--- src/gnms_pkg.sv ---
// ----------------------------------------------------------------------------
// gnms_pkg
// Types and constants shared by the non-maximum suppression block.
// ----------------------------------------------------------------------------
package gnms_pkg;

    localparam int GRAD_W   = 11;   // signed Sobel gradient
    localparam int ABS_W    = 11;   // |gradient|, up to 1024
    localparam int SQ_W     = 21;   // square of |gradient|
    localparam int MAG2_W   = 22;   // squared magnitude
    localparam int SQRT_IN  = 30;   // squared magnitude scaled by 256
    localparam int ROOT_W   = 15;   // Q11.4 magnitude
    localparam int MAG_W    = 15;
    localparam int COL_O_W  = 10;
    localparam int ROW_W    = 12;
    localparam int HGT_W    = 13;
    localparam int FW_W     = 11;
    localparam int CFG_W    = 13;
    localparam int MAX_HEIGHT = 4096;

    // direction sectors
    localparam logic [1:0] SEC_HORZ = 2'd0;
    localparam logic [1:0] SEC_DIAG = 2'd1;   // same signs
    localparam logic [1:0] SEC_VERT = 2'd2;
    localparam logic [1:0] SEC_ANTI = 2'd3;   // opposite signs

    // register indexes
    localparam logic REG_WIDTH  = 1'b0;
    localparam logic REG_HEIGHT = 1'b1;

    typedef struct packed {
        logic [MAG2_W-1:0] mag2;
        logic [1:0]        sector;
    } t_grad_res;

endpackage

--- src/gnms_grad.sv ---
// ----------------------------------------------------------------------------
// gnms_grad
// Squared magnitude and direction sector of one gradient pair; products are
// registered on load, the sum and sector compares follow from the registers.
// ----------------------------------------------------------------------------
module gnms_grad (
    input  logic                          i_clk,
    input  logic                          i_load,
    input  logic signed [gnms_pkg::GRAD_W-1:0] i_gx,
    input  logic signed [gnms_pkg::GRAD_W-1:0] i_gy,
    output gnms_pkg::t_grad_res           o_res
);
    import gnms_pkg::*;

    logic [ABS_W-1:0]   a, b, d;
    logic [ABS_W:0]     s;
    logic               ge, same;
    logic [SQ_W-1:0]    r_a2, r_b2, r_d2;
    logic [SQ_W+1:0]    r_s2;
    logic               r_ge, r_same;
    logic [MAG2_W-1:0]  twoa2;
    logic               horz, vert;

    always_comb begin
        a    = i_gx[GRAD_W-1] ? ABS_W'(~i_gx + 1'b1) : ABS_W'(i_gx);
        b    = i_gy[GRAD_W-1] ? ABS_W'(~i_gy + 1'b1) : ABS_W'(i_gy);
        s    = {1'b0, a} + {1'b0, b};
        ge   = (b >= a);
        d    = b - a;
        same = (i_gx[GRAD_W-1] == i_gy[GRAD_W-1]);
    end

    always_ff @(posedge i_clk) begin
        if (i_load) begin
            r_a2   <= SQ_W'(a * a);
            r_b2   <= SQ_W'(b * b);
            r_d2   <= SQ_W'(d * d);
            r_s2   <= (SQ_W+2)'(s * s);
            r_ge   <= ge;
            r_same <= same;
        end
    end

    always_comb begin
        twoa2       = {r_a2, 1'b0};
        horz        = (r_s2 < {1'b0, twoa2});
        vert        = r_ge && ({1'b0, r_d2} >= twoa2);
        o_res.mag2  = {1'b0, r_a2} + {1'b0, r_b2};
        if (horz)
            o_res.sector = SEC_HORZ;
        else if (vert)
            o_res.sector = SEC_VERT;
        else
            o_res.sector = r_same ? SEC_DIAG : SEC_ANTI;
    end

endmodule

--- config.mk ---
export PLATFORM = sky130hd
export DESIGN_NAME = gnms_grad
export DESIGN_NICKNAME = d
export VERILOG_FILES = /design/src/gnms_pkg.sv /design/src/gnms_grad.sv
export SDC_FILE = /design/constraint.sdc
export NUM_CORES = 1
export LEC_CHECK = 0
export BUFFER_PORTS_ARGS = -buffer_cell sky130_fd_sc_hd__buf_2
export CAP_MARGIN = 40
export CORE_AREA = 10 10 188 190
export DETAILED_ROUTE_END_ITERATION = 16
export DIE_AREA = 0 0 198 200
export PLACE_DENSITY_LB_ADDON = 0.3
export SLEW_MARGIN = 20
export SYNTH_ARGS = -nofsm -noshare
export SYNTH_HDL_FRONTEND = slang
export SYNTH_SLANG_ARGS = --single-unit
--- constraint.sdc ---
create_clock -name i_clk -period 21 [get_ports i_clk]
set_clock_uncertainty 0.15 [all_clocks]
set_input_delay 4.2 -clock i_clk [delete_from_list [all_inputs] [get_ports i_clk]]
set_output_delay 4.2 -clock i_clk [all_outputs]
set_load 0.05 [all_outputs]
Word level (Yosys, flattened, before mapping)
Index checks and enable logic that the tools add are counted.
Word-level totals
  logic and storage cells: 27
  register bits: 88
  output and inout bits: 24
  input bits: 24
Cells by class
  order comparisons: 3
  eq/ne operators: 1
  multipliers: 4
  bitwise gates (word level): 2
  add/subtract/negate cells: 5
  reductions and logical operators: 1
  multiplexer cells: 5
Operators by type and width (number)
  multiplier 11 x 11 -> 21 bit: 3
  less-than comparator 23 x 22 -> 1 bit: 1
  multiplier 12 x 12 -> 23 bit: 1
  adder 11 x 1 -> 11 bit, second input constant: 2
  adder 21 x 21 -> 22 bit: 1
  >= comparator 21 x 22 -> 1 bit: 1
  two-way mux 11 bit: 2
  NOT 11 bit: 2
  adder 11 x 11 -> 12 bit: 1
  >= comparator 11 bit: 1
  subtractor 11 bit: 1
  two-way mux 2 bit: 3
  == test 1 bit: 1
  logical AND 1 bit: 1

Logic depth before layout (Yosys ltp)
Gate-level depths: netlist of the first run.
  depth in word-level cells: 5
  mapped depth: 36
  depth with buffers taken out: 35

Worst setup path after synthesis of the first run
Ideal clock, no wire load.
  kind: input-to-reg
  start: in i_gy[0] (netlist name)
  end: reg r_d2[20] (data pin)
  stages on the path: 32
  data required time: 20.591 ns
  buffers on the path: 2
  arrival: 11.359 ns
  setup slack: 9.232 ns
  setup time: 0.259 ns
  path through: inv_2 ha_1 nand2_1 or2_1 o41ai_1 xor2_1 inv_2 ha_1 buf_2 nor4_1 a21oi_1 xnor2_1 clkbuf_1 nor2_1 fa_1 inv_1 fa_1 inv_1 fa_1 fa_1 inv_1 fa_1 inv_1 ha_1 a21oi_1 o21ai_0 a221oi_1 o21ai_1 a21oi_1 o21bai_1 a21oi_1 xnor2_1
Between the ends
  word-level cells in the longest chain between the ends: 5
Ends and longest elaborated chain
  start: declaration: RTL line gnms_grad.sv:10  | input logic signed [gnms_pkg::GRAD_W-1:0] i_gy,
  NOT 11 bit: RTL line gnms_grad.sv:26  | b = i_gy[GRAD_W-1] ? ABS_W'(~i_gy + 1'b1) : ABS_W'(i_gy);
  adder 11 x 1 -> 11 bit: RTL line gnms_grad.sv:26
  two-way mux 11 bit (*): RTL line gnms_grad.sv:26
  subtractor 11 bit (*): RTL line gnms_grad.sv:29  | d = b - a;
  multiplier 11 x 11 -> 21 bit (*): RTL line gnms_grad.sv:37  | r_d2 <= SQ_W'(d * d);
  end signal: assignment: RTL line gnms_grad.sv:37
  end: declaration: RTL line gnms_grad.sv:18  | logic [SQ_W-1:0] r_a2, r_b2, r_d2;
Every way passes the cells marked *; elsewhere a longest branch is shown, timed or not.
A chain may end at the register's enable or synchronous reset.

Final worst setup path of the first run
  start: in i_gy[0] (netlist name)
  end: reg r_s2[22] (data pin)
Between the ends
  word-level cells in the longest chain between the ends: 5
Ends and longest elaborated chain
  NOT 11 bit: RTL line gnms_grad.sv:26
  adder 11 x 1 -> 11 bit: RTL line gnms_grad.sv:26
  two-way mux 11 bit (*): RTL line gnms_grad.sv:26
  adder 11 x 11 -> 12 bit (*): RTL line gnms_grad.sv:27  | s = {1'b0, a} + {1'b0, b};
  multiplier 12 x 12 -> 23 bit (*): RTL line gnms_grad.sv:38  | r_s2 <= (SQ_W+2)'(s * s);
  end signal: assignment: RTL line gnms_grad.sv:38
  end: declaration: RTL line gnms_grad.sv:19  | logic [SQ_W+1:0] r_s2;
Marks and branches as above.

==> results of run 1 <==
## metrics by stage
| step | hold WS (ns) | cells | cell area (um^2) | setup WS [ns] |
|---|---|---|---|---|
| after floorplan | 4.15 | 2015 | 18400 | 9.23 |
| after global placement | 4.47 | 2462 | 19200 | 8.10 |
| after detailed placement | 4.47 | 2463 | 19200 | 7.92 |
| after CTS | 4.09 | 2479 | 19500 | 8.26 |
| after global routing | 4.09 | 2482 | 19600 | 7.58 |
| final | 4.08 | 2482 | 19600 | 8.23 |
## logic make-up (layout without fill, tap and decap cells)
group                      Yosys count  after routing
and+or+nand+nor                    441            441
DFF                                 83             83
other                                2             18
xor gates and xnor gates           141            141
adders and majority gates          549            549
buffers and inverters              512            577
muxes                                1              1
AOI/OAI and AO/OA                  270            270
## routing by layer
layer  track usage, %  vias up
met3             4.92       80
met4             7.35        2
met5                0        -
met1             29.6     6740
met2             37.8      423
li1                 -     6445
## flip-flops by register name, summed over array words and instances, names as in the netlist
name	cells
r_ge	1
r_s2	21
r_b2	20
r_a2	20
r_same	1
r_d2	20
## how the worst min path moves through the flow
| stage | from | endpoint | cells after the start |
|---|---|---|---|
| global route | i_load | r_a2[20] | 1 |
| CTS | i_load | r_a2[20] | 1 |
| detailed placement | i_load | r_a2[20] | 1 |
| floorplan | i_gx[0] | r_a2[0] | 0 |
| finish | i_load | r_a2[20] | 1 |
| global placement | i_load | r_a2[20] | 1 |
## synth_stat cells (all sizes together), types with 12 or more instances
cell type / n / area (um^2)
nor2: 192 / 721
nor2b: 17 / 106
nand2: 136 / 510
o21a: 22 / 166
and2: 12 / 75.1
o21bai: 17 / 128
edfxtp: 83 / 2490
xor2: 37 / 354
o21ai: 50 / 250
a21o: 47 / 353
nand3: 12 / 60.1
fa: 270 / 5410
xnor2: 104 / 941
ha: 279 / 3490
clkbuf: 12 / 45.0
nand2b: 19 / 119
a21oi: 85 / 444
inv: 492 / 1850
## final cells by class
type                       count  area, um^2  area share, %
tap                          402         503           2.57
clock inverter                 7        76.3          0.390
clock buffer                   9         225           1.15
multi-input combinational   1420       14000           71.6
inverter                     494        1850           9.48
timing repair buffer          67         408           2.09
sequential                    83        2490           12.7
==> flow_metrics.env, run 1 <==
export IMPL_status="complete, no violations"
export IMPL_syn_instance_count=1999
export IMPL_wl_per_cell_um=17.4
export IMPL_nFillCells=2695
export IMPL_dieArea_mm2=0.0396
export IMPL_grt_use_total_pct=22.9
export IMPL_ios=48
export IMPL_cts_htree_levels=3
export IMPL_cts_tree="done"
export IMPL_synth_simple_area_share_pct=10.7
export IMPL_synth_edf_count=83
export IMPL_critPathRequiredTime_ns=20.97
export IMPL_num_vias=13690
export IMPL_hpwl_um=37000
export IMPL_io_buffers=47
export IMPL_grt_antenna_before_repair=1
export IMPL_relSlewSlack_pct=43.6
export IMPL_yosys_warnings=0
export IMPL_fp_coreArea_mm2=0.0314
export IMPL_final_setup_viol_count=0
export IMPL_finalMaxSlewViolations=0
export IMPL_synth_top_family_by_area="adder cells"
export IMPL_yosysSeqAreaShare_pct=13.6
export IMPL_hold_buffers=0
export IMPL_via_per_inst=5.52
export IMPL_drive_above_1_share_pct=6.73
export IMPL_async_flop_share_pct=0
export IMPL_period_needed_ns=12.77
export IMPL_grt_ovfl_total=0
export IMPL_avgSynthCellArea_um2=9.18
export IMPL_dr_wl_met2_um=20700
export IMPL_ctsResizeCount=0
export IMPL_hold_viol=0
export IMPL_cts_setup_buffers=0
export IMPL_n_antenna_cell=0
export IMPL_firstDrtPassIters=6
export IMPL_max_stage_delay_ns=0.60
export IMPL_drt_iter0_markers=912
export IMPL_root_buffer="clkbuf_16"
export IMPL_synthToLayoutAreaGrowth_pct=6.53
export IMPL_die_w_um=198
export IMPL_critPathTopFamily="adder cells"
export IMPL_worst_path_stages=32
export IMPL_crit_path_frequent_cell="fa_1"
export IMPL_hold_path_class="input pin to flip-flop"
export IMPL_wl_um=43200
export IMPL_cts_inserted_buffers=9
export IMPL_dr_wl_met3_um=3120
export IMPL_drt_met1_wl_um=18000
export IMPL_num_nets_final=2648
export IMPL_grt_pass1_vias=14254
export IMPL_postLayoutCoreUtil_pct=62.3
export IMPL_critPathLaunch="i_gy[0]"
export IMPL_synth_cell_types=71
export IMPL_clockBufferDepth=2
export IMPL_drc=0
export IMPL_ant_nets=0
export IMPL_clock_sinks=83
export IMPL_synth_compound_area_share_pct=9.62
export IMPL_cp_arrival_ns=12.74
export IMPL_die_h_um=200
export IMPL_worstMarginPinSlew_ns=0.843
export IMPL_initial_utilization_pct=58.5
export IMPL_synthAdderAreaFrac_pct=48.5
export IMPL_startpoint_type="input pin"
export IMPL_crit_end="r_s2[22]"
export IMPL_critPathCaptureType="flip-flop"
export IMPL_synth_area_mm2=0.0184
export IMPL_cts_clk_slew_worst_paths_ns=0.08
export IMPL_rsz0062_at_grt="no"
export IMPL_path_max_fanout=9
export IMPL_final_common_cell="inv_1"
export IMPL_critPathSlowestCell="xor2_1"
export IMPL_fp_row_count=65
export IMPL_finalCritPeriodShare_pct=60.8
export IMPL_path_buf_inv=7
export IMPL_ys_flop_type="edfxtp_1"
export IMPL_place_congestion=0.961
export IMPL_grt_max_degree=56
export IMPL_synthMuxAreaShare_pct=0.0613
export IMPL_synth_xor_area_share_pct=7.05
export IMPL_mostFrequentLayoutCells="inv_1, ha_1, fa_1, nor2_1, nand2_1"
export IMPL_worstSetupPathType="input pin to flip-flop"
export IMPL_synth_seq_cells=83
export IMPL_drv_cap=0
export IMPL_fin_tns_setup_ns=0
export IMPL_highest_signal_layer="met5"
export IMPL_clock_fmax_mhz=78.3
export IMPL_grt_pass1_wl_um=71700
Power of run 1 is not shown: default switching activity piles up to over one toggle a cycle in this logic, so the estimate is an artifact.
==> run 2, diff against run 1 <==
==> constraint.sdc (replaced) <==
create_clock -name i_clk -period 10.47 [get_ports i_clk]
set_clock_uncertainty 0.15 [all_clocks]
set_input_delay 2.094 -clock i_clk [delete_from_list [all_inputs] [get_ports i_clk]]
set_output_delay 2.094 -clock i_clk [all_outputs]
set_load 0.05 [all_outputs]
==> run 2 against run 1 <==
Net effect:
- worst hold slack worse by 2.1 ns
- final area up 0.67%
- sequential share of layout area down 0.085 points
- worst setup slack worse by 7.8 ns
- wire length up 2.2%
- via count up 0.58%
- clock-buffer cell count unchanged
==> flow_metrics.env, run 2 (synthesis results as in run 1) <==
export IMPL_num_vias=13770
export IMPL_finalCritPeriodShare_pct=95.5
export IMPL_grt_pass1_vias=14380
export IMPL_top_register="r_s2"
export IMPL_critPathSlowestCell="fa_1"
export IMPL_max_stage_delay_ns=0.59
export IMPL_drc=0
export IMPL_fin_tns_setup_ns=0
export IMPL_worstMarginPinSlew_ns=0.875
export IMPL_path_max_fanout=10
export IMPL_period_needed_ns=10.0
export IMPL_initial_utilization_pct=58.5
export IMPL_clock_sinks=83
export IMPL_postLayoutCoreUtil_pct=62.7
export IMPL_num_nets_final=2665
export IMPL_grt_pass1_wl_um=72700
export IMPL_drive_above_1_share_pct=7.58
export IMPL_final_common_cell="inv_1"
export IMPL_hold_viol=0
export IMPL_critPathLaunch="i_gy[0]"
export IMPL_finalMaxSlewViolations=0
export IMPL_die_w_um=198
export IMPL_crit_path_frequent_cell="fa_1"
export IMPL_grt_max_degree=53
export IMPL_drv_cap=0
export IMPL_final_setup_viol_count=0
export IMPL_ctsResizeCount=0
export IMPL_fp_coreArea_mm2=0.0314
export IMPL_hold_depth=1
export IMPL_clockBufferDepth=2
export IMPL_io_buffers=47
export IMPL_wl_per_cell_um=17.7
export IMPL_cp_arrival_ns=9.96
export IMPL_mostFrequentLayoutCells="inv_1, ha_1, fa_1, nor2_1, nand2_1"
export IMPL_worstSetupPathType="input pin to flip-flop"
export IMPL_holdWs_ns=1.97
export IMPL_nFillCells=2667
export IMPL_rsz0062_at_grt="no"
export IMPL_grt_antenna_before_repair=0
export IMPL_critPathCaptureType="flip-flop"
export IMPL_via_per_inst=5.51
export IMPL_largest_reg_flops=21
export IMPL_drt_iter0_markers=1000
export IMPL_place_congestion=0.939
export IMPL_cts_htree_levels=3
export IMPL_hpwl_um=38300
export IMPL_fp_row_count=65
export IMPL_grt_use_total_pct=23.2
export IMPL_synthToLayoutAreaGrowth_pct=7.24
export IMPL_clock_fmax_mhz=100
export IMPL_startpoint_type="input pin"
export IMPL_hp_start="i_load"
export IMPL_dieArea_mm2=0.0396
export IMPL_status="complete, no violations"
export IMPL_critPathRequiredTime_ns=10.43
export IMPL_wl_um=44100
export IMPL_die_h_um=200
export IMPL_ant_nets=0
export IMPL_root_buffer="clkbuf_16"
export IMPL_cts_clk_slew_worst_paths_ns=0.07
export IMPL_relSlewSlack_pct=41.3
export IMPL_cts_inserted_buffers=9
export IMPL_hold_buffers=0
export IMPL_cts_tree="done"
export IMPL_hold_path_class="input pin to flip-flop"
export IMPL_firstDrtPassIters=5
export IMPL_grt_ovfl_total=0
export IMPL_cts_setup_buffers=0
export IMPL_ios=48
==> run 2: cell type report <==
cell class | instances | area, um^2 | area share, %
Inverter | 494 | 1850 | 9.42
Antenna cell | 1 | 2.50 | 0.0127
Tap cell | 402 | 503 | 2.55
Clock buffer | 9 | 225 | 1.14
Timing Repair Buffer | 84 | 536 | 2.72
Clock inverter | 7 | 71.3 | 0.362
Multi-Input combinational cell | 1420 | 14000 | 71.1
Sequential cell | 83 | 2490 | 12.7
==> run 2: critical path: cells and delay by family <==
family	cells	cell delay (ns)
compound gates	11	2.07
simple gates	3	0.42
xor+xnor	2	0.55
buf+inv	8	1.00
fa+ha+maj	8	3.79
==> run 2: path summary, 6_finish.rpt <==
path        to  slack, ns
min   r_s2[21]       1.97
max   r_d2[20]       0.47
==> run 2: through the flow <==
step / std cells / worst slack, ns / area, um^2
3_5_place_dp: 2482 / 0.197 / 19400
6_report: 2500 / 0.472 / 19700
2_1_floorplan: 2015 / 0.808 / 18400
3_3_place_gp: 2481 / 0.259 / 19300
4_1_cts: 2498 / 0.519 / 19700
5_1_grt: 2499 / 0.0467 / 19700
==> run 2: metal layers <==
metal | share of wire [%] | vias up | wire [um] | global-route usage [%]
met4 | 2.9 | 0 | 1260 | 6.92
met1 | 43 | 6827 | 18900 | 30.9
met3 | 6.4 | 63 | 2810 | 3.60
met5 | 0 | - | 0 | 0
li1 | - | 6473 | - | -
met2 | 48 | 407 | 21100 | 38.6
Power of run 2 is left out for the same reason.
