## src/gnms_pkg.sv

```systemverilog
// ----------------------------------------------------------------------------
// gnms_pkg
// Types and constants shared by the non-maximum suppression block.
// ----------------------------------------------------------------------------
package gnms_pkg;

    localparam int GRAD_W   = 11;   // signed Sobel gradient
    localparam int ABS_W    = 11;   // |gradient|, up to 1024
    localparam int SQ_W     = 21;   // square of |gradient|
    localparam int MAG2_W   = 22;   // squared magnitude
    localparam int SQRT_IN  = 30;   // squared magnitude scaled by 256
    localparam int ROOT_W   = 15;   // Q11.4 magnitude
    localparam int MAG_W    = 15;
    localparam int COL_O_W  = 10;
    localparam int ROW_W    = 12;
    localparam int HGT_W    = 13;
    localparam int FW_W     = 11;
    localparam int CFG_W    = 13;
    localparam int MAX_HEIGHT = 4096;

    // direction sectors
    localparam logic [1:0] SEC_HORZ = 2'd0;
    localparam logic [1:0] SEC_DIAG = 2'd1;   // same signs
    localparam logic [1:0] SEC_VERT = 2'd2;
    localparam logic [1:0] SEC_ANTI = 2'd3;   // opposite signs

    // register indexes
    localparam logic REG_WIDTH  = 1'b0;
    localparam logic REG_HEIGHT = 1'b1;

    typedef struct packed {
        logic [MAG2_W-1:0] mag2;
        logic [1:0]        sector;
    } t_grad_res;

endpackage

```

## src/gnms_sqrt.sv

```systemverilog
// ----------------------------------------------------------------------------
// gnms_sqrt
// Bit-serial integer square root, one result bit per cycle.
// ----------------------------------------------------------------------------
module gnms_sqrt (
    input  logic                          i_clk,
    input  logic                          i_rst_n,
    input  logic                          i_start,
    input  logic [gnms_pkg::SQRT_IN-1:0]  i_value,
    output logic                          o_done,
    output logic [gnms_pkg::ROOT_W-1:0]   o_root
);
    import gnms_pkg::*;

    localparam int REM_W = ROOT_W + 2;
    localparam int CNT_W = $clog2(ROOT_W);

    logic [REM_W-1:0]   r_rem;
    logic [ROOT_W-1:0]  r_root;
    logic [SQRT_IN-1:0] r_val;
    logic [CNT_W-1:0]   r_cnt;
    logic               r_busy, r_done;
    logic [REM_W+1:0]   rem_sh, trial;

    always_comb begin
        rem_sh = {r_rem, r_val[SQRT_IN-1 -: 2]};
        trial  = {2'b00, r_root, 2'b01};
    end

    always_ff @(posedge i_clk) begin
        if (!i_rst_n) begin
            r_busy <= 1'b0;
            r_done <= 1'b0;
            r_cnt  <= '0;
        end else begin
            r_done <= 1'b0;
            if (i_start) begin
                r_busy <= 1'b1;
                r_cnt  <= '0;
            end else if (r_busy) begin
                r_cnt <= r_cnt + 1'b1;
                if (r_cnt == CNT_W'(ROOT_W - 1)) begin
                    r_busy <= 1'b0;
                    r_done <= 1'b1;
                end
            end
        end
    end

    always_ff @(posedge i_clk) begin
        if (i_start) begin
            r_rem  <= '0;
            r_root <= '0;
            r_val  <= i_value;
        end else if (r_busy) begin
            r_val <= {r_val[SQRT_IN-3:0], 2'b00};
            if (rem_sh >= trial) begin
                r_rem  <= REM_W'(rem_sh - trial);
                r_root <= {r_root[ROOT_W-2:0], 1'b1};
            end else begin
                r_rem  <= REM_W'(rem_sh);
                r_root <= {r_root[ROOT_W-2:0], 1'b0};
            end
        end
    end

    assign o_done = r_done;
    assign o_root = r_root;

endmodule

```

## config.mk

```make
export PLATFORM = sky130hd
export DESIGN_NAME = gnms_sqrt
export DESIGN_NICKNAME = d
export VERILOG_FILES = /design/src/gnms_pkg.sv /design/src/gnms_sqrt.sv
export SDC_FILE = /design/constraint.sdc
export NUM_CORES = 1
export LEC_CHECK = 0
export ABC_AREA = 1
export BUFFER_PORTS_ARGS = -buffer_cell sky130_fd_sc_hd__buf_2
export CORE_ASPECT_RATIO = 1.25
export CORE_MARGIN = 4
export CORE_UTILIZATION = 35
export DETAILED_ROUTE_END_ITERATION = 10
export PLACE_DENSITY_LB_ADDON = 0.3
export SLEW_MARGIN = 20
export SYNTH_ARGS = -nofsm -noshare
export SYNTH_HDL_FRONTEND = slang
export SYNTH_SLANG_ARGS = --single-unit
```

## constraint.sdc

```tcl
create_clock -name i_clk -period 2.64 [get_ports i_clk]
set_clock_uncertainty 0.1 [all_clocks]
set_input_delay 0.264 -clock i_clk [delete_from_list [all_inputs] [get_ports i_clk]]
set_output_delay 0.264 -clock i_clk [all_outputs]
set_load 0.1 [all_outputs]
```

==> Word level (Yosys, flattened, before mapping) <==
Index checks and enable logic that the tools add are counted.
{ "word_totals": {"wordCells": 23, "out_inout_bits": 16, "ram_bits": 0, "register_bits": 68, "input_bits": 33, "mem_bits_ro": 0, "latchBits": 0, "n_memories": 0} }
{ "op_classes": {"multipliers": 0, "mux": 8, "add_sub_neg": 2, "n_div": 0, "order_cmp": 1, "bitwise_logic": 2, "shift": 0, "eq_ne": 1, "n_reduce_logical": 3} }
{ "ops": {"columns": ["cell", "count"], "rows": [
  ["$mux 30", 2],
  ["$ge 19x17->1", 1],
  ["$mux 17", 1],
  ["$sub 17x17->17", 1],
  ["$mux 1", 5],
  ["$add 4x1->4 const B", 1],
  ["$eq 4x4->1 const B", 1],
  ["$reduce_or 3->1", 1],
  ["$not 1->1", 2],
  ["$reduce_bool 2->1", 1],
  ["$reduce_or 2->1", 1]
]} }

==> Longest topological paths before layout <==
Gate-level depths: netlist of run 1.
{ "logic_depth": {"depth_word": 4, "ltp_mapped": 15, "ltp_nobuf": 14} }

==> Worst setup path before layout of run 1 <==
Ideal clock, no wire load.
{ "synth_path": {"path_kind": "reg2reg", "start": "register r_root[8], in the netlist o_root[8]", "end": "register r_rem[15]", "synth_period_minus_slack_ns": 2.732, "n_path_buf": 1, "path_slack_ns": -0.092, "setup_time_ns": 0.113, "t_required_ns": 2.427, "arrival_ns": 2.518, "path_stages_with_launch": 15, "path_cell_list": "dfxtp_1 -> inv_1 -> ha_1 -> nand2_1 -> inv_2 -> nand2_1 -> inv_1 -> nand2_1 -> nand3_2 -> nand2_4 -> nand2_4 -> buf_8 -> or2_1 -> nand3_1 -> nand2_1"} }
{ "synth_via": {"elab_chain_len": 2, "elab_cells_between_ends": 3, "classes_between": "1 x add/sub; 1 x order compare; 1 x mux"} }
{ "synth_rtl": {"columns": ["item", "line", "rtl"], "rows": [
  ["start, declared", "gnms_sqrt.sv:19", "logic [ROOT_W-1:0] r_root;"],
  ["start signal, assigned", "gnms_sqrt.sv:59", "r_root <= {r_root[ROOT_W-2:0], 1'b1};"],
  ["start signal, assigned", "gnms_sqrt.sv:62", "r_root <= {r_root[ROOT_W-2:0], 1'b0};"],
  ["$sub 17x17->17 / $ge 19x17->1 (equally long branches)", "gnms_sqrt.sv:58, gnms_sqrt.sv:57", null],
  ["$mux 17 *", "gnms_sqrt.sv:57", "if (rem_sh >= trial) begin"],
  ["end signal, assigned", "gnms_sqrt.sv:58", "r_rem <= REM_W'(rem_sh - trial);"],
  ["end signal, assigned", "gnms_sqrt.sv:61", "r_rem <= REM_W'(rem_sh);"],
  ["end, declared", "gnms_sqrt.sv:18", "logic [REM_W-1:0] r_rem;"]
]} }
Mark *: on every way between the ends. The rest lies on a longest branch, timed or not.
A chain may end at the register's enable or synchronous reset.

==> Final worst setup path of run 1 <==
{ "layout_path": {"start": "register r_root[8], in the netlist o_root[8]", "end": "register r_rem[16]"} }
Same word-level chain as after synthesis.

==> impl_metrics.toml, run 1 <==
[yosys]
synthAdderAreaFrac_pct = 6.01
synth-seq-cells = 68
synth_area_um2 = 3960
synth_top_area_cell = "edfxtp_1"
synth_top_area_share_pct = 22.8
synth_top_family_by_area = "simple AND/OR/NAND/NOR gates"
synthDistinctLibCells = 38
postSynthAreaPerCell_um2 = 7.22
seq_area_frac_synth_pct = 42.0
syn_nets = 600
synth_mux_area_share_pct = 0
synth_area_leaders = "edfxtp_1 23%, nand2_1 20%, dfxtp_1 19%"
synth-compound-area-share_pct = 7.87
yosysWarnings = 0
synth-simple-area-share_pct = 33.0
synth_xor_area_share_pct = 0.886
synthCells = 548

[setup_path]
worstSetupEndpointType = "register"
r2r-end = "r_rem[16]$_SDFFE_PP0P_"
critPathMostFrequentCell = "nand2_1"
crit_fanout = 21
slowest_delay_ns = 0.38
critPathArrivalTime_ns = 2.39
ff2ff_setup_slack_ns = 0.37
r2r_start = "o_root[8]$_SDFFE_PP0P_"
cp_cell_sequence = "inv_1 > ha_1 > nand2_1 > inv_2 > nand2_1 > inv_1 > nand2_1 > nand3_2 > nand2_4 > nand2_4 > or2_2 > nand3_1 > nand2_1"
required_ns = 2.76
worst_r2r_path_depth = 13
crit_slowest_cell = "ha_1"
start_kind = "register"
crit_type = "reg2reg"

[die]
dieArea_um2 = 13100
initial_core_util_pct = 35.7
die_w_um = 103
fp.coreArea_um2 = 11100
pin_count = 49
rows = 43
die-height_um = 127

[sta]
worst_slew_pin_slew_ns = 0.596
rsz0062_at_grt = "false"
setup_violations = 0
hold_viol = 0
fin_crit_sh_pct = 86.1
fmaxAchievable_ghz = 0.440
finalMaxSlewViolations = 0
relSlewSlack_pct = 60.2
timing.final.crit_period_ns = 2.27
finalWorstSetupSlack_ns = 0.368
setup-tns-final_ns = 0

[layout]
nNetsFinal = 647
final_common_cell = "nand2_1"
antenna_cells = 0
fin_cells = 735
layout-drive-gt1-share_pct = 16.7
layout_common_cells = "211 x nand2_1, 78 x inv_1, 48 x buf_2"
areaGrowthSynthToFinish_pct = 16.4

[clock_tree]
clkTransAtPathRegs_ns = 0.05
cts_hold_buffers = 0
cts_tree = "yes"
clk_path_buf_depth = 2
post_cts_buffers = 0
clock_sinks = 68
cts_resized = 0
cts-root-buf = "clkbuf_16"
numCtsBuffers = 9
h-tree-depth = 3
insertion_delay_ns = 0.33

[power]
intPower_w = 0.00312
power_frac_seq_pct = 23.6
power.density_nw_per_um2 = 1260
swShare_pct = 46.5
leakage_nw = 2.36
vdd_drop_max_v = 0.000581
comb_power_share_pct = 56.7
p_sw_w = 0.00271
clockPowerShare_pct = 19.7

[run]
maxCapViolCount = 0

[global_route]
grt_antenna_before_repair = 0
grt_usage_pct = 15.1
grt_start_max_net_pins = 47
grt_pass1_vias = 3458
grt_pass1_wl_um = 15700
grt_overflow = 0

[run_status]
status = "finished clean"

[min_path]
hold_path.startpoint = "i_value[0]"
hp-class = "in2reg"
min_to = "r_val[0]$_SDFFCE_PN0P_"
holdPathStages = 3

[place]
finalWeightedCongestion = 0.965
place_ws_ns = 0.383
hpwl_um = 7090
dp_cells = 719
portBuffers = 48

[detailed_routing]
drc = 0
vias = 3503
initialDrtViolationCount = 199
dr.pass1.iters = 5
totalWireLength_um = 9390
viasPerCell = 4.77
routed_wire_length_per_instance_um = 12.8
ant_nets = 0
-- synth_stat cells, drive strengths merged --
cell type and number:
xnor2 1, a21boi 3, o22ai 15, ha 19, xor2 3, and2 3
nand4 9, o211ai 1, a21oi 21, o21ai 10, nand3 45, o21bai 1
buf 8, nor4 1, clkbuf 7, or2 3, nand2 213, and3 1
clkinv 1, inv 85, nor2 27, dfxtp 38, nor3 2, a31oi 1
edfxtp 30
-- worst max-delay path, delay by kind of cell (launching register included) --
family | cells | cell delay (ns)
AND/OR/NAND/NOR | 9 | 1.18
adder cells (fa/ha/maj) | 1 | 0.38
buffers and inverters | 3 | 0.19
flip-flops | 1 | 0.33
-- logic make-up after synthesis --
| group | Yosys count |
|---|---|
| compound gates | 52 |
| xor+xnor | 4 |
| fa+ha+maj | 19 |
| buf+inv | 101 |
| flops | 68 |
| simple gates | 304 |
-- sequential cells by signal, indices dropped and copies added, names as in the netlist --
signal  flops
o_root     15
r_busy      1
r_val      30
r_cnt       4
o_done      1
r_rem      17
-- worst max-delay path by stage --
stage	from	endpoint	cells after the start
3_5_place_dp	o_root[8]$_SDFFE_PP0P_	r_rem[16]$_SDFFE_PP0P_	13
4_1_cts	o_root[8]$_SDFFE_PP0P_	r_rem[16]$_SDFFE_PP0P_	13
5_1_grt	o_root[8]$_SDFFE_PP0P_	r_rem[16]$_SDFFE_PP0P_	13
3_3_place_gp	o_root[8]$_SDFFE_PP0P_	r_rem[16]$_SDFFE_PP0P_	13
6_report	o_root[8]$_SDFFE_PP0P_	r_rem[16]$_SDFFE_PP0P_	13
2_1_floorplan	o_root[8]$_SDFFE_PP0P_	r_rem[15]$_SDFFE_PP0P_	14
-- power by group through the flow --
stage / sequential, W / combinational, W / clock [W]
2_1_floorplan: 0.00139 / 0.00277 / 0
3_3_place_gp: 0.00139 / 0.00324 / 0
3_5_place_dp: 0.00139 / 0.00328 / 0
4_1_cts: 0.00137 / 0.00330 / 0.00119
5_1_grt: 0.00139 / 0.00377 / 0.00122
6_report: 0.00137 / 0.00330 / 0.00115
-- metal layers --
| layer | track usage [%] | vias up | wire (µm) |
|---|---|---|---|
| met5 | 0 | - | 0 |
| met3 | 3.85 | 10 | 477 |
| met2 | 24.6 | 68 | 4430 |
| met4 | 5.41 | 0 | 154 |
| li1 | - | 1842 | - |
| met1 | 19.2 | 1583 | 4330 |
-- stage by stage --
step,hold slack [ns],instance area [µm²],power [W],util (%)
after detailed placement,0.356,4330,0.00467,39.0
after floorplan,0.316,3980,0.00416,-
after CTS,0.0824,4610,0.00585,41.6
final,0.0944,4610,0.00583,41.6
after global placement,0.349,4330,0.00464,39.0
after global routing,0.102,4610,0.00638,41.6
-- cell type report --
type                       instances  area [µm²]
inverter                          86         325
fill                            1134        6480
clock inverter                     4        42.5
clock buffer                      12         236
multi-input combinational        379        1890
timing repair buffer              51         263
tap                              135         169
sequential                        68        1680
Power figures use the tool's default switching activity.
==> inputs of run 2 (changes only) <==
Settings changed: CTS_BUF_LIST set to sky130_fd_sc_hd__clkbuf_16.
Clock period 2.64 ns to 2.8 ns, I/O delays scaled along.
==> run 2 against run 1 <==
Compared with the run above: clock-buffer cell count fell by 3; fmax fell by 1.9%; global-route usage rose by 0.60 points; sequential power fell by 5%; register-to-register slack improved by 0.12 ns; cell area barely moved; final cell count rose by 0.14%; first-iteration DRC count rose by 29%; non-clock buffer count rose by 1; hold slack improved by 0.014 ns; wire length rose by 0.44%.
==> impl_metrics.toml, run 2 (same netlist as run 1, synthesis figures left out) <==
[setup_path]
start_kind = "register"
critPathArrivalTime_ns = 2.44
worst_r2r_path_depth = 13
cp_cell_sequence = "inv_1 > ha_1 > nand2_1 > inv_2 > nand2_1 > inv_1 > nand2_1 > nand3_2 > nand2_4 > nand2_4 > or2_2 > nand3_1 > nand2_1"
required_ns = 2.92
worstSetupEndpointType = "register"
cp_top_family = "simple AND/OR/NAND/NOR gates"
crit_type = "reg2reg"
critPathMostFrequentCell = "nand2_1"
worstSetupPathDepth = 13
crit_slowest_cell = "ha_1"
crit_fanout = 21
worst-path-buf-inv = 3
slowest_delay_ns = 0.39

[global_route]
grt_overflow = 0
grt_pass1_wl_um = 16200
grt_start_max_net_pins = 38
grt_usage_pct = 15.7
grt_antenna_before_repair = 0
grt_pass1_vias = 3460

[sta]
rsz0062_at_grt = "false"
relSlewSlack_pct = 61.4
setup_violations = 0
timing.final.crit_period_ns = 2.32
setup-tns-final_ns = 0
fmaxAchievable_ghz = 0.432
worst_slew_pin_slew_ns = 0.579
hold_viol = 0
finalMaxSlewViolations = 0
fin_crit_sh_pct = 82.7

[detailed_routing]
drc = 0
routed_wire_length_per_instance_um = 12.8
vias = 3542
ant_nets = 0
totalWireLength_um = 9430
viasPerCell = 4.81
initialDrtViolationCount = 256
dr.pass1.iters = 6

[die]
initial_core_util_pct = 35.7
die-height_um = 127
dieArea_um2 = 13100
rows = 43
pin_count = 49
fp.coreArea_um2 = 11100
die_w_um = 103

[min_path]
holdPathStages = 3
hp-class = "in2reg"

[clock_tree]
numCtsBuffers = 9
cts_tree = "yes"
insertion_delay_ns = 0.33
cts_hold_buffers = 0
clkTransAtPathRegs_ns = 0.06
clk_path_buf_depth = 2
cts-root-buf = "clkbuf_16"
cts_resized = 0
post_cts_buffers = 0
clock_sinks = 68
h-tree-depth = 3

[layout]
layout-drive-gt1-share_pct = 15.0
fin_cells = 736
layout_common_cells = "211 x nand2_1, 79 x inv_1, 48 x buf_2"
antenna_cells = 0
fillers = 1186
largest_register_ffs = 30
final_common_cell = "nand2_1"
nNetsFinal = 648
multiInputGateArea_um2 = 1890
areaGrowthSynthToFinish_pct = 16.5
largest-register = "r_val"
ff_latch_area_um2 = 1660

[run_status]
status = "finished clean"

[power]
power.density_nw_per_um2 = 1210
vdd_drop_max_v = 0.000539
leakage_nw = 2.37

[place]
portBuffers = 48
hpwl_um = 7230
finalWeightedCongestion = 0.904
dp_cells = 720

[run]
maxCapViolCount = 0
==> run 2: cell count changes in the layout (fill, tap and decap cells not counted), moves of 2 or more <==
cell / change
dfxtp_2: -15
dfxtp_1: +15
clkbuf_1: -3
clkinv_4: +2
clkinv_1: -2
==> run 2: report_power, final <==
| part | internal (W) | total (W) | switching (W) |
|---|---|---|---|
| registers | 0.00119 | 0.00130 | 0.000108 |
| clock network | 0.000686 | 0.00113 | 0.000445 |
| logic | 0.00107 | 0.00315 | 0.00208 |
==> run 2: layout make-up <==
| class | instances | area share, % |
|---|---|---|
| clock inverter | 7 | 1.49 |
| clock buffer | 9 | 4.88 |
| multi-input combinational | 379 | 41.0 |
| sequential | 68 | 36.0 |
| timing repair buffer | 52 | 5.86 |
| inverter | 86 | 7.06 |
| tap | 135 | 3.66 |
==> run 2: worst min-delay path: stages <==
cell and delay [ns]:
buf_2 0.07, nand2_1 0.04, inv_1 0.04
==> run 2: worst paths after layout <==
path	start	end	slack, ns
worst max-delay path	o_root[7]$_SDFFE_PP0P_	r_rem[16]$_SDFFE_PP0P_	0.48
worst min-delay path	i_value[1]	r_val[1]$_SDFFCE_PN0P_	0.11
worst max register to register	o_root[7]$_SDFFE_PP0P_	r_rem[16]$_SDFFE_PP0P_	0.48
worst min register to register	r_cnt[3]$_SDFFE_PP0P_	r_cnt[3]$_SDFFE_PP0P_	0.36
==> run 2: per-stage QoR <==
stage / total power [W] / hold WS [ns] / util (%) / setup slack, ns / instance area [µm²]
finish: 0.00558 / 0.108 / 41.6 / 0.484 / 4610
global route: 0.00606 / 0.121 / 41.6 / 0.308 / 4610
CTS: 0.00557 / 0.0987 / 41.6 / 0.483 / 4610
detailed placement: 0.00442 / 0.358 / 38.9 / 0.498 / 4320
global placement: 0.00440 / 0.355 / 38.9 / 0.528 / 4320
floorplan: 0.00392 / 0.332 / - / 0.0684 / 3960
==> run 2: per-layer routing <==
| layer | wire length [µm] | part of all wire, % | track usage (%) | up-vias |
|---|---|---|---|---|
| met2 | 4300 | 46 | 24.2 | 95 |
| met4 | 267 | 2.8 | 7.24 | 0 |
| met3 | 441 | 4.7 | 3.41 | 21 |
| li1 | - | - | - | 1836 |
| met1 | 4420 | 47 | 20.9 | 1590 |
| met5 | 0 | 0 | 0 | - |
==> inputs of run 3 (changes only) <==
Clock period 2.8 ns to 2.4 ns, I/O delays scaled along.
==> run 3 against run 2 <==
Compared with the run above: first-iteration DRC count increased by 1.2%; via count up 1.1%; fmax up 2.6%; power grew 18%; die area unchanged; wire length increased by 1.0%; global-route usage grew 0.055 points.
==> impl_metrics.toml, run 3 (same netlist as run 1, synthesis figures left out) <==
[min_path]
hp-class = "in2reg"
holdPathStages = 3

[layout]
antenna_cells = 0
multiInputGateArea_um2 = 1900
nNetsFinal = 651
final_common_cell = "nand2_1"
layout-drive-gt1-share_pct = 18.2
fillers = 1131
largest_register_ffs = 30
areaGrowthSynthToFinish_pct = 17.8
ff_latch_area_um2 = 1680
layout_common_cells = "211 x nand2_1, 78 x inv_1, 48 x buf_2"
largest-register = "r_val"

[setup_path]
crit_slowest_cell = "dfxtp_2"
slowest_delay_ns = 0.34
critPathMostFrequentCell = "nand2_1"
crit_fanout = 21
required_ns = 2.54
worst-path-buf-inv = 3
worstSetupEndpointType = "register"
crit_type = "reg2reg"
start_kind = "register"
worst_r2r_path_depth = 13
cp_cell_sequence = "inv_1 > ha_2 > nand2_1 > inv_2 > nand2_1 > inv_1 > nand2_1 > nand3_2 > nand2_4 > nand2_8 > or2_2 > nand3_1 > nand2_1"
worstSetupPathDepth = 13
cp_top_family = "simple AND/OR/NAND/NOR gates"
critPathArrivalTime_ns = 2.40

[place]
hpwl_um = 7390
finalWeightedCongestion = 0.895
portBuffers = 48
place_ws_ns = 0.0969

[sta]
finalWorstSetupSlack_ns = 0.141
worst_slew_pin_slew_ns = 0.577
finalMaxSlewViolations = 0
hold_viol = 0
setup-tns-final_ns = 0
rsz0062_at_grt = "false"
setup_violations = 0
timing.final.crit_period_ns = 2.26
fin_crit_sh_pct = 94.1
relSlewSlack_pct = 61.5
fmaxAchievable_ghz = 0.443
hold_slack_ns = 0.0599

[detailed_routing]
routed_wire_length_per_instance_um = 12.9
vias = 3580
viasPerCell = 4.84
ant_nets = 0
dr.pass1.iters = 7
totalWireLength_um = 9530
drc = 0
initialDrtViolationCount = 259

[clock_tree]
h-tree-depth = 3
insertion_delay_ns = 0.34
clk_path_buf_depth = 2
cts-root-buf = "clkbuf_16"
numCtsBuffers = 9
cts_tree = "yes"
clkTransAtPathRegs_ns = 0.07
clock_sinks = 68
cts_hold_buffers = 0

[power]
swShare_pct = 47.2
power_w = 0.00657
clockPowerShare_pct = 20.0
leakage_nw = 2.38
comb_power_share_pct = 56.9
intPower_w = 0.00347
power_frac_seq_pct = 23.1
p_sw_w = 0.00310
power.density_nw_per_um2 = 1410
vdd_drop_max_v = 0.000573

[run]
maxCapViolCount = 0

[die]
rows = 43
pin_count = 49
die-height_um = 127
die_w_um = 103
fp.coreArea_um2 = 11100
dieArea_um2 = 13100
initial_core_util_pct = 35.7

[run_status]
status = "finished clean"

[global_route]
grt_usage_pct = 15.8
grt_start_max_net_pins = 38
grt_pass1_wl_um = 16200
grt_pass1_vias = 3520
grt_overflow = 0
grt_antenna_before_repair = 0
[run 3: area by class of cell]
class	instances	area share [%]
multi-input combinational	379	40.8
inverter	86	6.98
sequential	68	36.0
clock buffer	9	4.83
tap	135	3.62
timing repair buffer	55	6.28
clock inverter	7	1.45
[run 3: timing repair]
item,in CTS,in global routing
endpoints found under the setup margin,0,4
resized for setup,0,2
buffers inserted,0,0
[run 3: tightest hold or removal path, cell delays in order]
cell and delay, ns:
buf_2 0.07, nand2_1 0.04, inv_1 0.04
[run 3: per-layer routing]
metal	up-vias	wire length (µm)	track usage [%]
li1	1857	-	-
met1	1592	4200	20.0
met2	103	4490	25.2
met3	28	592	3.85
met4	0	253	7.01
met5	-	0	0
[run 3: metrics by stage]
step	std cells	cell area (µm²)	utilization [%]
2_1_floorplan	548	3980	-
3_3_place_gp	723	4360	39.3
3_5_place_dp	723	4360	39.3
4_1_cts	739	4650	42.0
5_1_grt	739	4660	42.1
6_report	739	4660	42.1
[run 3: worst paths after layout]
path,start,endpoint,slack (ns)
setup reg to reg,o_root[7]$_SDFFE_PP0P_,r_rem[16]$_SDFFE_PP0P_,0.14
setup / recovery,o_root[7]$_SDFFE_PP0P_,r_rem[16]$_SDFFE_PP0P_,0.14
hold reg to reg,r_cnt[3]$_SDFFE_PP0P_,r_cnt[3]$_SDFFE_PP0P_,0.38
hold / removal,i_value[0],r_val[0]$_SDFFCE_PN0P_,0.06
[run 3: power groups by stage]
stage | Sequential (W) | Clock (W) | Combinational, W
after floorplan | 0.00153 | 0 | 0.00304
after global placement | 0.00154 | 0 | 0.00364
after detailed placement | 0.00153 | 0 | 0.00365
after CTS | 0.00151 | 0.00134 | 0.00367
after global routing | 0.00153 | 0.00139 | 0.00427
final | 0.00151 | 0.00132 | 0.00373
